===== config.mk =====
export PLATFORM = sky130hd
export DESIGN_NAME = led_frame_brightness_limiter
export DESIGN_NICKNAME = d
export VERILOG_FILES = /design/src/rtl/core/lfbl_pkg.sv /design/src/rtl/core/lfbl_store.sv /design/src/rtl/core/lfbl_divider.sv /design/src/rtl/core/led_frame_brightness_limiter.sv
export SDC_FILE = /design/constraint.sdc
export NUM_CORES = 2
export LEC_CHECK = 0
export ABC_AREA = 1
export BUFFER_PORTS_ARGS = -buffer_cell sky130_fd_sc_hd__buf_2
export CAP_MARGIN = 15
export CORE_MARGIN = 1
export CORE_UTILIZATION = 64
export CTS_BUF_LIST = sky130_fd_sc_hd__clkbuf_16
export DETAILED_ROUTE_END_ITERATION = 12
export PLACE_DENSITY = 0.8
export SKIP_CTS_REPAIR_TIMING = 1
export SLEW_MARGIN = 20
export SYNTH_ARGS = -nofsm -noshare
export SYNTH_HDL_FRONTEND = slang
export SYNTH_SLANG_ARGS = --single-unit
export TNS_END_PERCENT = 1

===== constraint.sdc =====
create_clock -name clk -period 14.9 [get_ports clk]
set_input_delay 3.725 -clock clk [delete_from_list [all_inputs] [get_ports clk]]
set_output_delay 3.725 -clock clk [all_outputs]
set_load 0.01 [all_outputs]

===== src/rtl/core/lfbl_pkg.sv =====
// Shared types, constants and the arrival scaling function of the LED frame brightness limiter.
package lfbl_pkg;

	localparam int unsigned CH_W  = 8;
	localparam int unsigned MC_W  = 10;
	localparam int unsigned SUM_W = 10;
	localparam int unsigned CFG_W = 10;

	localparam logic [CH_W-1:0] MAX_BRIGHTNESS_RESET = 8'd255;
	localparam logic [MC_W-1:0] MAX_COMBINED_RESET   = 10'd765;

	// register indexes on the write port
	localparam logic REG_MAX_BRIGHTNESS = 1'b0;
	localparam logic REG_MAX_COMBINED   = 1'b1;

	// channel selects for the shared divider
	localparam logic [1:0] CH_RED   = 2'd0;
	localparam logic [1:0] CH_GREEN = 2'd1;
	localparam logic [1:0] CH_BLUE  = 2'd2;

	typedef struct packed {
		logic [CH_W-1:0] r;
		logic [CH_W-1:0] g;
		logic [CH_W-1:0] b;
	} pixel_t;

	typedef struct packed {
		logic busy;
		logic done;
	} div_status_t;

	typedef enum logic [2:0] {
		ST_LOAD,
		ST_READ,
		ST_LATCH,
		ST_START,
		ST_WAIT,
		ST_SEND
	} state_t;

	// floor(v * mb / 255): exact for any product of two 8-bit values
	function automatic logic [CH_W-1:0] scale_ch(input logic [CH_W-1:0] v,
	                                             input logic [CH_W-1:0] mb);
		logic [15:0] p;
		logic [16:0] t;
		p = v * mb;
		t = {1'b0, p} + {9'd0, p[15:8]} + 17'd1;
		return t[15:8];
	endfunction

endpackage


===== src/rtl/core/lfbl_store.sv =====
// Frame store: single-port-write, registered-read pixel memory.
module lfbl_store #(
	parameter int unsigned DEPTH = 64,
	parameter int unsigned AW    = (DEPTH > 1) ? $clog2(DEPTH) : 1
) (
	input  logic            clk,
	input  logic            wr_en,
	input  logic [AW-1:0]   wr_addr,
	input  lfbl_pkg::pixel_t wr_data,
	input  logic            rd_en,
	input  logic [AW-1:0]   rd_addr,
	output lfbl_pkg::pixel_t rd_data
);
	import lfbl_pkg::*;

	pixel_t mem [DEPTH];

	always_ff @(posedge clk) begin
		if (wr_en) begin
			mem[wr_addr] <= wr_data;
		end
	end

	always_ff @(posedge clk) begin
		if (rd_en) begin
			rd_data <= mem[rd_addr];
		end
	end

endmodule


===== src/rtl/core/lfbl_divider.sv =====
// Iterative divider: floor(chan * mult / divisor), one quotient bit per cycle.
module lfbl_divider (
	input  logic                  clk,
	input  logic                  arst_n,
	input  logic                  start,
	input  logic [lfbl_pkg::CH_W-1:0] chan,
	input  logic [lfbl_pkg::MC_W-1:0] mult,
	input  logic [lfbl_pkg::MC_W-1:0] divisor,
	output lfbl_pkg::div_status_t status,
	output logic [lfbl_pkg::CH_W-1:0] quotient
);
	import lfbl_pkg::*;

	localparam int unsigned PROD_W = CH_W + MC_W;

	logic [MC_W-1:0]   rem_q;
	logic [CH_W-1:0]   dvd_q;
	logic [CH_W-1:0]   quo_q;
	logic [3:0]        cnt_q;
	logic              busy_q;
	logic              done_q;
	logic [PROD_W-1:0] prod;
	logic [MC_W:0]     trial;
	logic              take;

	assign prod  = chan * mult;
	assign trial = {rem_q, dvd_q[CH_W-1]};
	assign take  = trial >= {1'b0, divisor};

	always_ff @(posedge clk or negedge arst_n) begin
		if (!arst_n) begin
			busy_q <= 1'b0;
			done_q <= 1'b0;
			cnt_q  <= 4'd0;
		end else begin
			done_q <= 1'b0;
			if (start) begin
				busy_q <= 1'b1;
				cnt_q  <= 4'(CH_W);
			end else if (busy_q) begin
				cnt_q <= cnt_q - 4'd1;
				if (cnt_q == 4'd1) begin
					busy_q <= 1'b0;
					done_q <= 1'b1;
				end
			end
		end
	end

	// quotient is known to fit CH_W bits, so the high part of the product starts below divisor
	always_ff @(posedge clk) begin
		if (start) begin
			rem_q <= prod[PROD_W-1:CH_W];
			dvd_q <= prod[CH_W-1:0];
			quo_q <= '0;
		end else if (busy_q) begin
			rem_q <= take ? MC_W'(trial - {1'b0, divisor}) : trial[MC_W-1:0];
			dvd_q <= {dvd_q[CH_W-2:0], 1'b0};
			quo_q <= {quo_q[CH_W-2:0], take};
		end
	end

	assign status.busy = busy_q;
	assign status.done = done_q;
	assign quotient    = quo_q;

endmodule


===== src/rtl/core/led_frame_brightness_limiter.sv =====
// A frame is emitted once its last pixel is taken.
// Loading: one pixel per cycle, scaled on arrival and written to the frame store.
// Emission: store read, latch and send for each pixel when unlimited; when limited, the
// shared divider scales the three channels in turn between the latch and the send.
// Input stalls during emission. Reset: fill count and peak clear, registers to 255 and 765;
// the store is not cleared.
module led_frame_brightness_limiter #(
	parameter int unsigned FRAME_PIXELS = 64
) (
	input  logic                      clk,
	input  logic                      arst_n,
	input  logic                      in_valid,
	output logic                      in_stall,
	input  logic [lfbl_pkg::CH_W-1:0] red,
	input  logic [lfbl_pkg::CH_W-1:0] green,
	input  logic [lfbl_pkg::CH_W-1:0] blue,
	input  logic                      last_pixel,
	output logic                      out_valid,
	input  logic                      out_stall,
	output logic [lfbl_pkg::CH_W-1:0] out_red,
	output logic [lfbl_pkg::CH_W-1:0] out_green,
	output logic [lfbl_pkg::CH_W-1:0] out_blue,
	output logic                      end_of_frame,
	output logic                      limited,
	input  logic                      cfg_we,
	input  logic                      cfg_index,
	input  logic [lfbl_pkg::CFG_W-1:0] cfg_data
);
	import lfbl_pkg::*;

	localparam int unsigned AW = (FRAME_PIXELS > 1) ? $clog2(FRAME_PIXELS) : 1;
	localparam int unsigned CW = $clog2(FRAME_PIXELS + 1);

	state_t          state_q, state_d;
	logic [CH_W-1:0] max_brightness_q;
	logic [MC_W-1:0] max_combined_q;
	logic [MC_W-1:0] mc_lat_q;
	logic [CW-1:0]   fill_q;
	logic [SUM_W-1:0] peak_q;
	logic [AW-1:0]   emit_idx_q;
	logic [1:0]      ch_q;
	logic            lim_q;
	logic            eof_q;
	pixel_t          pix_q;
	pixel_t          res_q;

	pixel_t          scaled;
	pixel_t          rd_data;
	logic [SUM_W-1:0] sum;
	logic [SUM_W-1:0] peak_new;
	logic            in_acc;
	logic            out_acc;
	logic            frame_done;
	logic            rd_en;
	logic            div_start;
	logic [CH_W-1:0] div_chan;
	logic [CH_W-1:0] quotient;
	div_status_t     dst;

	assign in_acc  = in_valid && !in_stall;
	assign out_acc = out_valid && !out_stall;

	assign scaled.r = scale_ch(red, max_brightness_q);
	assign scaled.g = scale_ch(green, max_brightness_q);
	assign scaled.b = scale_ch(blue, max_brightness_q);
	assign sum      = SUM_W'(scaled.r) + SUM_W'(scaled.g) + SUM_W'(scaled.b);
	assign peak_new = (sum > peak_q) ? sum : peak_q;
	assign frame_done = last_pixel || (fill_q + CW'(1) == CW'(FRAME_PIXELS));

	lfbl_store #(
		.DEPTH (FRAME_PIXELS),
		.AW    (AW)
	) u_store (
		.clk     (clk),
		.wr_en   (in_acc),
		.wr_addr (fill_q[AW-1:0]),
		.wr_data (scaled),
		.rd_en   (rd_en),
		.rd_addr (emit_idx_q),
		.rd_data (rd_data)
	);

	always_comb begin
		case (ch_q)
			CH_RED:   div_chan = pix_q.r;
			CH_GREEN: div_chan = pix_q.g;
			default:  div_chan = pix_q.b;
		endcase
	end

	lfbl_divider u_div (
		.clk      (clk),
		.arst_n   (arst_n),
		.start    (div_start),
		.chan     (div_chan),
		.mult     (mc_lat_q),
		.divisor  (peak_q),
		.status   (dst),
		.quotient (quotient)
	);

	// next state
	always_comb begin
		state_d = state_q;
		unique case (state_q)
			ST_LOAD:  if (in_acc && frame_done) state_d = ST_READ;
			ST_READ:  state_d = ST_LATCH;
			ST_LATCH: state_d = lim_q ? ST_START : ST_SEND;
			ST_START: state_d = ST_WAIT;
			ST_WAIT: begin
				if (dst.done) state_d = (ch_q == CH_BLUE) ? ST_SEND : ST_START;
			end
			ST_SEND: begin
				if (out_acc) state_d = eof_q ? ST_LOAD : ST_READ;
			end
			default:  state_d = ST_LOAD;
		endcase
	end

	// outputs of the sequencer
	always_comb begin
		in_stall  = 1'b1;
		out_valid = 1'b0;
		rd_en     = 1'b0;
		div_start = 1'b0;
		unique case (state_q)
			ST_LOAD:  in_stall  = 1'b0;
			ST_READ:  rd_en     = 1'b1;
			ST_LATCH: ;
			ST_START: div_start = 1'b1;
			ST_WAIT:  ;
			ST_SEND:  out_valid = 1'b1;
			default:  ;
		endcase
	end

	always_ff @(posedge clk or negedge arst_n) begin
		if (!arst_n) begin
			state_q          <= ST_LOAD;
			max_brightness_q <= MAX_BRIGHTNESS_RESET;
			max_combined_q   <= MAX_COMBINED_RESET;
			fill_q           <= '0;
			peak_q           <= '0;
			emit_idx_q       <= '0;
			ch_q             <= CH_RED;
			lim_q            <= 1'b0;
		end else begin
			state_q <= state_d;
			if (cfg_we) begin
				unique case (cfg_index)
					REG_MAX_BRIGHTNESS: max_brightness_q <= cfg_data[CH_W-1:0];
					REG_MAX_COMBINED:   max_combined_q   <= cfg_data[MC_W-1:0];
					default:            ;
				endcase
			end
			if (in_acc) begin
				fill_q <= fill_q + CW'(1);
				peak_q <= peak_new;
				if (frame_done) begin
					emit_idx_q <= '0;
					lim_q      <= peak_new > max_combined_q;
				end
			end
			if (state_q == ST_LATCH) ch_q <= CH_RED;
			if (state_q == ST_WAIT && dst.done) ch_q <= ch_q + 2'd1;
			if (out_acc) begin
				if (eof_q) begin
					fill_q <= '0;
					peak_q <= '0;
				end else begin
					emit_idx_q <= emit_idx_q + AW'(1);
				end
			end
		end
	end

	// payload: hold the limit for the whole emission, capture pixels and results
	always_ff @(posedge clk) begin
		if (in_acc && frame_done) mc_lat_q <= max_combined_q;
		if (state_q == ST_LATCH) begin
			pix_q <= rd_data;
			res_q <= rd_data;
			eof_q <= CW'(emit_idx_q) == fill_q - CW'(1);
		end
		if (state_q == ST_WAIT && dst.done) begin
			case (ch_q)
				CH_RED:   res_q.r <= quotient;
				CH_GREEN: res_q.g <= quotient;
				default:  res_q.b <= quotient;
			endcase
		end
	end

	assign out_red      = res_q.r;
	assign out_green    = res_q.g;
	assign out_blue     = res_q.b;
	assign end_of_frame = eof_q;
	assign limited      = lim_q;

	a_fill_in_range: assert property (@(posedge clk) disable iff (!arst_n)
		state_q == ST_LOAD |-> fill_q < CW'(FRAME_PIXELS))
		else $error("fill count reached frame size while loading");

	a_div_idle_at_start: assert property (@(posedge clk) disable iff (!arst_n)
		state_q == ST_START |-> !dst.busy && !dst.done)
		else $error("divider started while still busy");

	a_limit_not_above: assert property (@(posedge clk) disable iff (!arst_n)
		out_valid && limited |->
			out_red <= pix_q.r && out_green <= pix_q.g && out_blue <= pix_q.b)
		else $error("limited channel exceeds stored channel");

	a_div_done_waiting: assert property (@(posedge clk) disable iff (!arst_n)
		dst.done |-> state_q == ST_WAIT)
		else $error("divider finished outside of wait");

endmodule


==> run_summary.xml <==
<?xml version="1.0" encoding="UTF-8"?>
<metrics>
  <group name="sta">
    <metric name="worst_slew_margin_rel" unit="%">26.9</metric>
    <metric name="unrepaired_setup_endpoints_after_global_routing" unit="">false</metric>
    <metric name="timing.final.setup_violations" unit="">0</metric>
    <metric name="setup_total_negative_slack" unit="ps">0</metric>
    <metric name="fin_ws" unit="ps">2340</metric>
    <metric name="slew_violations" unit="">0</metric>
    <metric name="least_margin_pin_slew" unit="ps">1100</metric>
    <metric name="min_period_over_period" unit="%">84.3</metric>
    <metric name="period_needed" unit="ps">12560</metric>
    <metric name="achievable-frequency" unit="MHz">79.6</metric>
    <metric name="fin_skew" unit="ps">41.1</metric>
    <metric name="finalHoldViolations" unit="">0</metric>
  </group>
  <group name="logic_synthesis">
    <metric name="seq_area_frac_synth" unit="%">63.9</metric>
    <metric name="asyncSetResetFlopFracSynth" unit="%">3.12</metric>
    <metric name="ys_ff_latch" unit="">1698</metric>
    <metric name="syn-instance-count" unit="">6944</metric>
    <metric name="yosys.area.top_type_share" unit="%">61.3</metric>
    <metric name="post_synth_num_cell_types" unit="">58</metric>
    <metric name="synthFlopType" unit="">edfxtp_1</metric>
    <metric name="postSynthAreaPerCell" unit="um2">11.4</metric>
    <metric name="post_synth_main_area_contributors" unit="">edfxtp_1 (61%), o21ai_0 (5.5%), nor2_1 (4.6%)</metric>
    <metric name="edff_count_synth" unit="">1613</metric>
    <metric name="ys.warnings.count" unit="">0</metric>
    <metric name="syn-num-nets" unit="">7360</metric>
    <metric name="synth.cell_area" unit="um2">79000</metric>
    <metric name="netlist.top_cell.by_area" unit="">edfxtp_1</metric>
  </group>
  <group name="clock_tree">
    <metric name="cts_max_level" unit="">4</metric>
    <metric name="numClockSinks" unit="">1698</metric>
    <metric name="clk_transition_reported_paths" unit="ps">60</metric>
    <metric name="tritoncts_clock_tree" unit="">done</metric>
    <metric name="clk_path_buf_depth" unit="">3</metric>
    <metric name="cts_root_buffer" unit="">clkbuf_16</metric>
    <metric name="worst_skew_late_latency" unit="ps">820</metric>
    <metric name="cts_buffers" unit="">160</metric>
  </group>
  <group name="route">
    <metric name="detail_route.first_pass.iterations" unit="">8</metric>
    <metric name="dr.first_iter.drc_count" unit="">7250</metric>
    <metric name="vias_per_cell" unit="">6.33</metric>
    <metric name="antenna_left" unit="">0</metric>
    <metric name="drcViolationCount" unit="">0</metric>
    <metric name="routedWlPerCell" unit="um">23.7</metric>
    <metric name="dr_total_vias" unit="">54800</metric>
    <metric name="route.final.wire_length" unit="um">205000</metric>
  </group>
  <group name="critical_path">
    <metric name="endpoint_kind" unit="">register</metric>
    <metric name="r2r_end" unit="">limited$_DFFE_PN0P_</metric>
    <metric name="ff2ff_setup_slack" unit="ps">4450</metric>
    <metric name="critical-path-top-cell-by-count" unit="">nand2_1</metric>
    <metric name="crit_slowest_cell" unit="">fa_1</metric>
    <metric name="critical_path_arrival" unit="ps">13190</metric>
    <metric name="critical_path_peak_fanout" unit="">11</metric>
    <metric name="reg2reg_from" unit="">max_brightness_q[2]$_DFFE_PN1P_</metric>
    <metric name="reg2regPathDepth" unit="">53</metric>
    <metric name="cp_startpoint_kind" unit="">primary input</metric>
    <metric name="timing.setup.critical_path_class" unit="">primary input to register</metric>
    <metric name="required" unit="ps">15530</metric>
    <metric name="slowest_delay" unit="ps">550</metric>
  </group>
  <group name="pwr">
    <metric name="peakVddDrop" unit="uV">756</metric>
    <metric name="fin_total_pwr" unit="mW">19.7</metric>
    <metric name="power.static_leakage" unit="nW">32.2</metric>
    <metric name="powerDensity" unit="nW/um2">229</metric>
  </group>
  <group name="place">
    <metric name="place_worst_setup_slack" unit="ps">1610</metric>
    <metric name="portBuffers" unit="">68</metric>
    <metric name="routabilityCongestion" unit="">0.929</metric>
    <metric name="dp_hpwl" unit="um">118000</metric>
  </group>
  <group name="die">
    <metric name="initial_utilization" unit="%">64.7</metric>
    <metric name="die-width" unit="um">353</metric>
    <metric name="io_pins" unit="">69</metric>
    <metric name="design.core.area" unit="um2">122000</metric>
    <metric name="rows" unit="">128</metric>
    <metric name="die_area" unit="um2">125000</metric>
    <metric name="die_height" unit="um">353</metric>
  </group>
  <group name="grt">
    <metric name="grt_pass1_wl" unit="um">309000</metric>
    <metric name="number_of_antenna_violations_at_the_first_check_in_global_routing" unit="">10</metric>
    <metric name="grt_max_degree" unit="">258</metric>
    <metric name="gr_util_all_layers" unit="%">32.7</metric>
    <metric name="overflow" unit="">0</metric>
    <metric name="number_of_global_route_vias_before_repair" unit="">53100</metric>
  </group>
  <group name="worst_hold_path">
    <metric name="hold_path_depth" unit="">0</metric>
    <metric name="min-delay-start" unit="">u_store.rd_data[9]$_DFFE_PP_</metric>
    <metric name="endpoint_of_the_worst_hold_timing_path" unit="">pix_q[9]$_DFFE_PP_</metric>
    <metric name="worst_hold_path_type" unit="">register to register</metric>
  </group>
  <group name="run_status">
    <metric name="run_status" unit="">complete, no violations</metric>
  </group>
  <group name="layout">
    <metric name="finish.net_count" unit="">7316</metric>
    <metric name="fillCellCount" unit="">8089</metric>
    <metric name="syn2layout_area_growth" unit="%">9.17</metric>
    <metric name="final_layout_size_suffix_gt1_share" unit="%">8.45</metric>
  </group>
  <group name="run">
    <metric name="cap_viol_max_count" unit="">0</metric>
  </group>
</metrics>
critical path, delay by kind of cell:
family	cells	cell delay [ps]
AOI/OAI and AO/OA	14	1910
xor gates and xnor gates	2	340
adders and majority gates	11	4420
buffers and inverters	8	810
and+or+nand+nor	19	1980
cells by family (layout without fill, tap and decap cells):
| family | count (synthesis) | in the layout | share of synthesized area (%) |
|---|---|---|---|
| compound gates | 1491 | 1491 | 11.0 |
| xor+xnor | 59 | 59 | 0.683 |
| fa+ha+maj | 375 | 375 | 7.52 |
| buf+inv | 1036 | 1122 | 5.04 |
| flops | 1698 | 1698 | 63.9 |
| mux | 21 | 21 | 0.299 |
| other cells | 0 | 3 | 0 |
| simple gates | 2264 | 2264 | 11.7 |
report_power, final:
part | internal [mW] | switching [mW]
clock | 2.25 | 1.76
sequential | 7.54 | 0.0375
combinational | 2.07 | 6.08
area by class of cell:
class                           count  area [um2]  share of cell area, %
Sequential cell                  1698       50400                   58.5
Multi-Input combinational cell   4210       24900                   28.8
Clock buffer                      164        4100                   4.76
Inverter                          639        2420                   2.80
Tap cell                         1625        2030                   2.36
Timing Repair Buffer              191        1310                   1.52
Clock inverter                    128        1040                   1.21
Antenna cell                        3        7.51                0.00871
worst max path at each step:
stage | end | startpoint | depth (start not counted) | slack (ps)
4_1_cts | limited$_DFFE_PN0P_ | red[6] | 51 | 2420
6_report | limited$_DFFE_PN0P_ | green[5] | 54 | 2340
5_1_grt | limited$_DFFE_PN0P_ | green[5] | 54 | 1450
2_1_floorplan | limited$_DFFE_PN0P_ | red[3] | 51 | 1070
3_3_place_gp | limited$_DFFE_PN0P_ | red[6] | 51 | 1720
3_5_place_dp | limited$_DFFE_PN0P_ | red[6] | 52 | 1610
per-stage QoR:
| stage | util (%) | hold WS (ps) | instances | area, um2 |
|---|---|---|---|---|
| after floorplan | - | 425 | 6944 | 79000 |
| after global placement | 66.4 | 435 | 8363 | 81100 |
| after detailed placement | 66.4 | 433 | 8363 | 81100 |
| after CTS | 70.6 | 448 | 8655 | 86200 |
| after global routing | 70.6 | 469 | 8657 | 86200 |
| final | 70.6 | 449 | 8658 | 86200 |
flip-flops by register name (all words and copies together) (netlist names), 10 cells and up:
register,flops
max_combined_q,10
mc_lat_q,10
peak_q,10
pix_q,24
u_div.rem_q,10
u_store.mem,1536
u_store.rd_data,24
synthesized netlist by cell type, types with 3 or more instances:
library cell and count:
a31oi_1 10, nor3_2 4, nor2_1 968, xor2_2 3, a21oi_1 116, a22o_1 9
buf_1 25, dfstp_2 16, nand2_2 9, clkbuf_1 306, inv_2 14, ha_1 209
nand4_1 106, o221ai_1 150, a21o_1 6, nand3_2 5, xnor2_1 19, xor2_1 37
inv_1 622, dfrtp_1 37, buf_2 50, fa_1 166, nor3_1 18, a211oi_1 5
or2_2 3, clkinv_1 3, nand3_1 225, o21bai_1 19, buf_4 3, mux2_2 21
clkbuf_2 13, a32o_1 3, o21ai_0 863, o22ai_1 239, nor2_2 7, edfxtp_1 1613
nand2_1 911, a22oi_1 8, o211ai_1 47, dfxtp_1 32
per-layer routing:
layer | global-route usage [%] | up-vias | routed length, um
li1 | - | 24400 | -
met1 | 42.7 | 26500 | 75400
met5 | 0 | - | 19
met3 | 6.50 | 610 | 21600
met2 | 52.6 | 3319 | 97300
met4 | 16.7 | 4 | 10700
cell usage in the layout, fill, tap and decap left out, types with 23 or more instances in the layout:
cell type / n
edfxtp_1: 1613
nor2_1: 906
nand2_1: 897
o21ai_0: 863
inv_1: 655
o22ai_1: 239
nand3_1: 225
ha_1: 209
fa_1: 166
clkbuf_16: 164
o221ai_1: 150
buf_4: 119
a21oi_1: 116
nand4_1: 106
buf_2: 68
nor2_2: 64
o211ai_1: 47
xor2_1: 35
clkinv_1: 34
dfrtp_1: 33
dfxtp_1: 32
clkinv_2: 27
nand2_2: 23
Power figures use the tool's default switching activity.
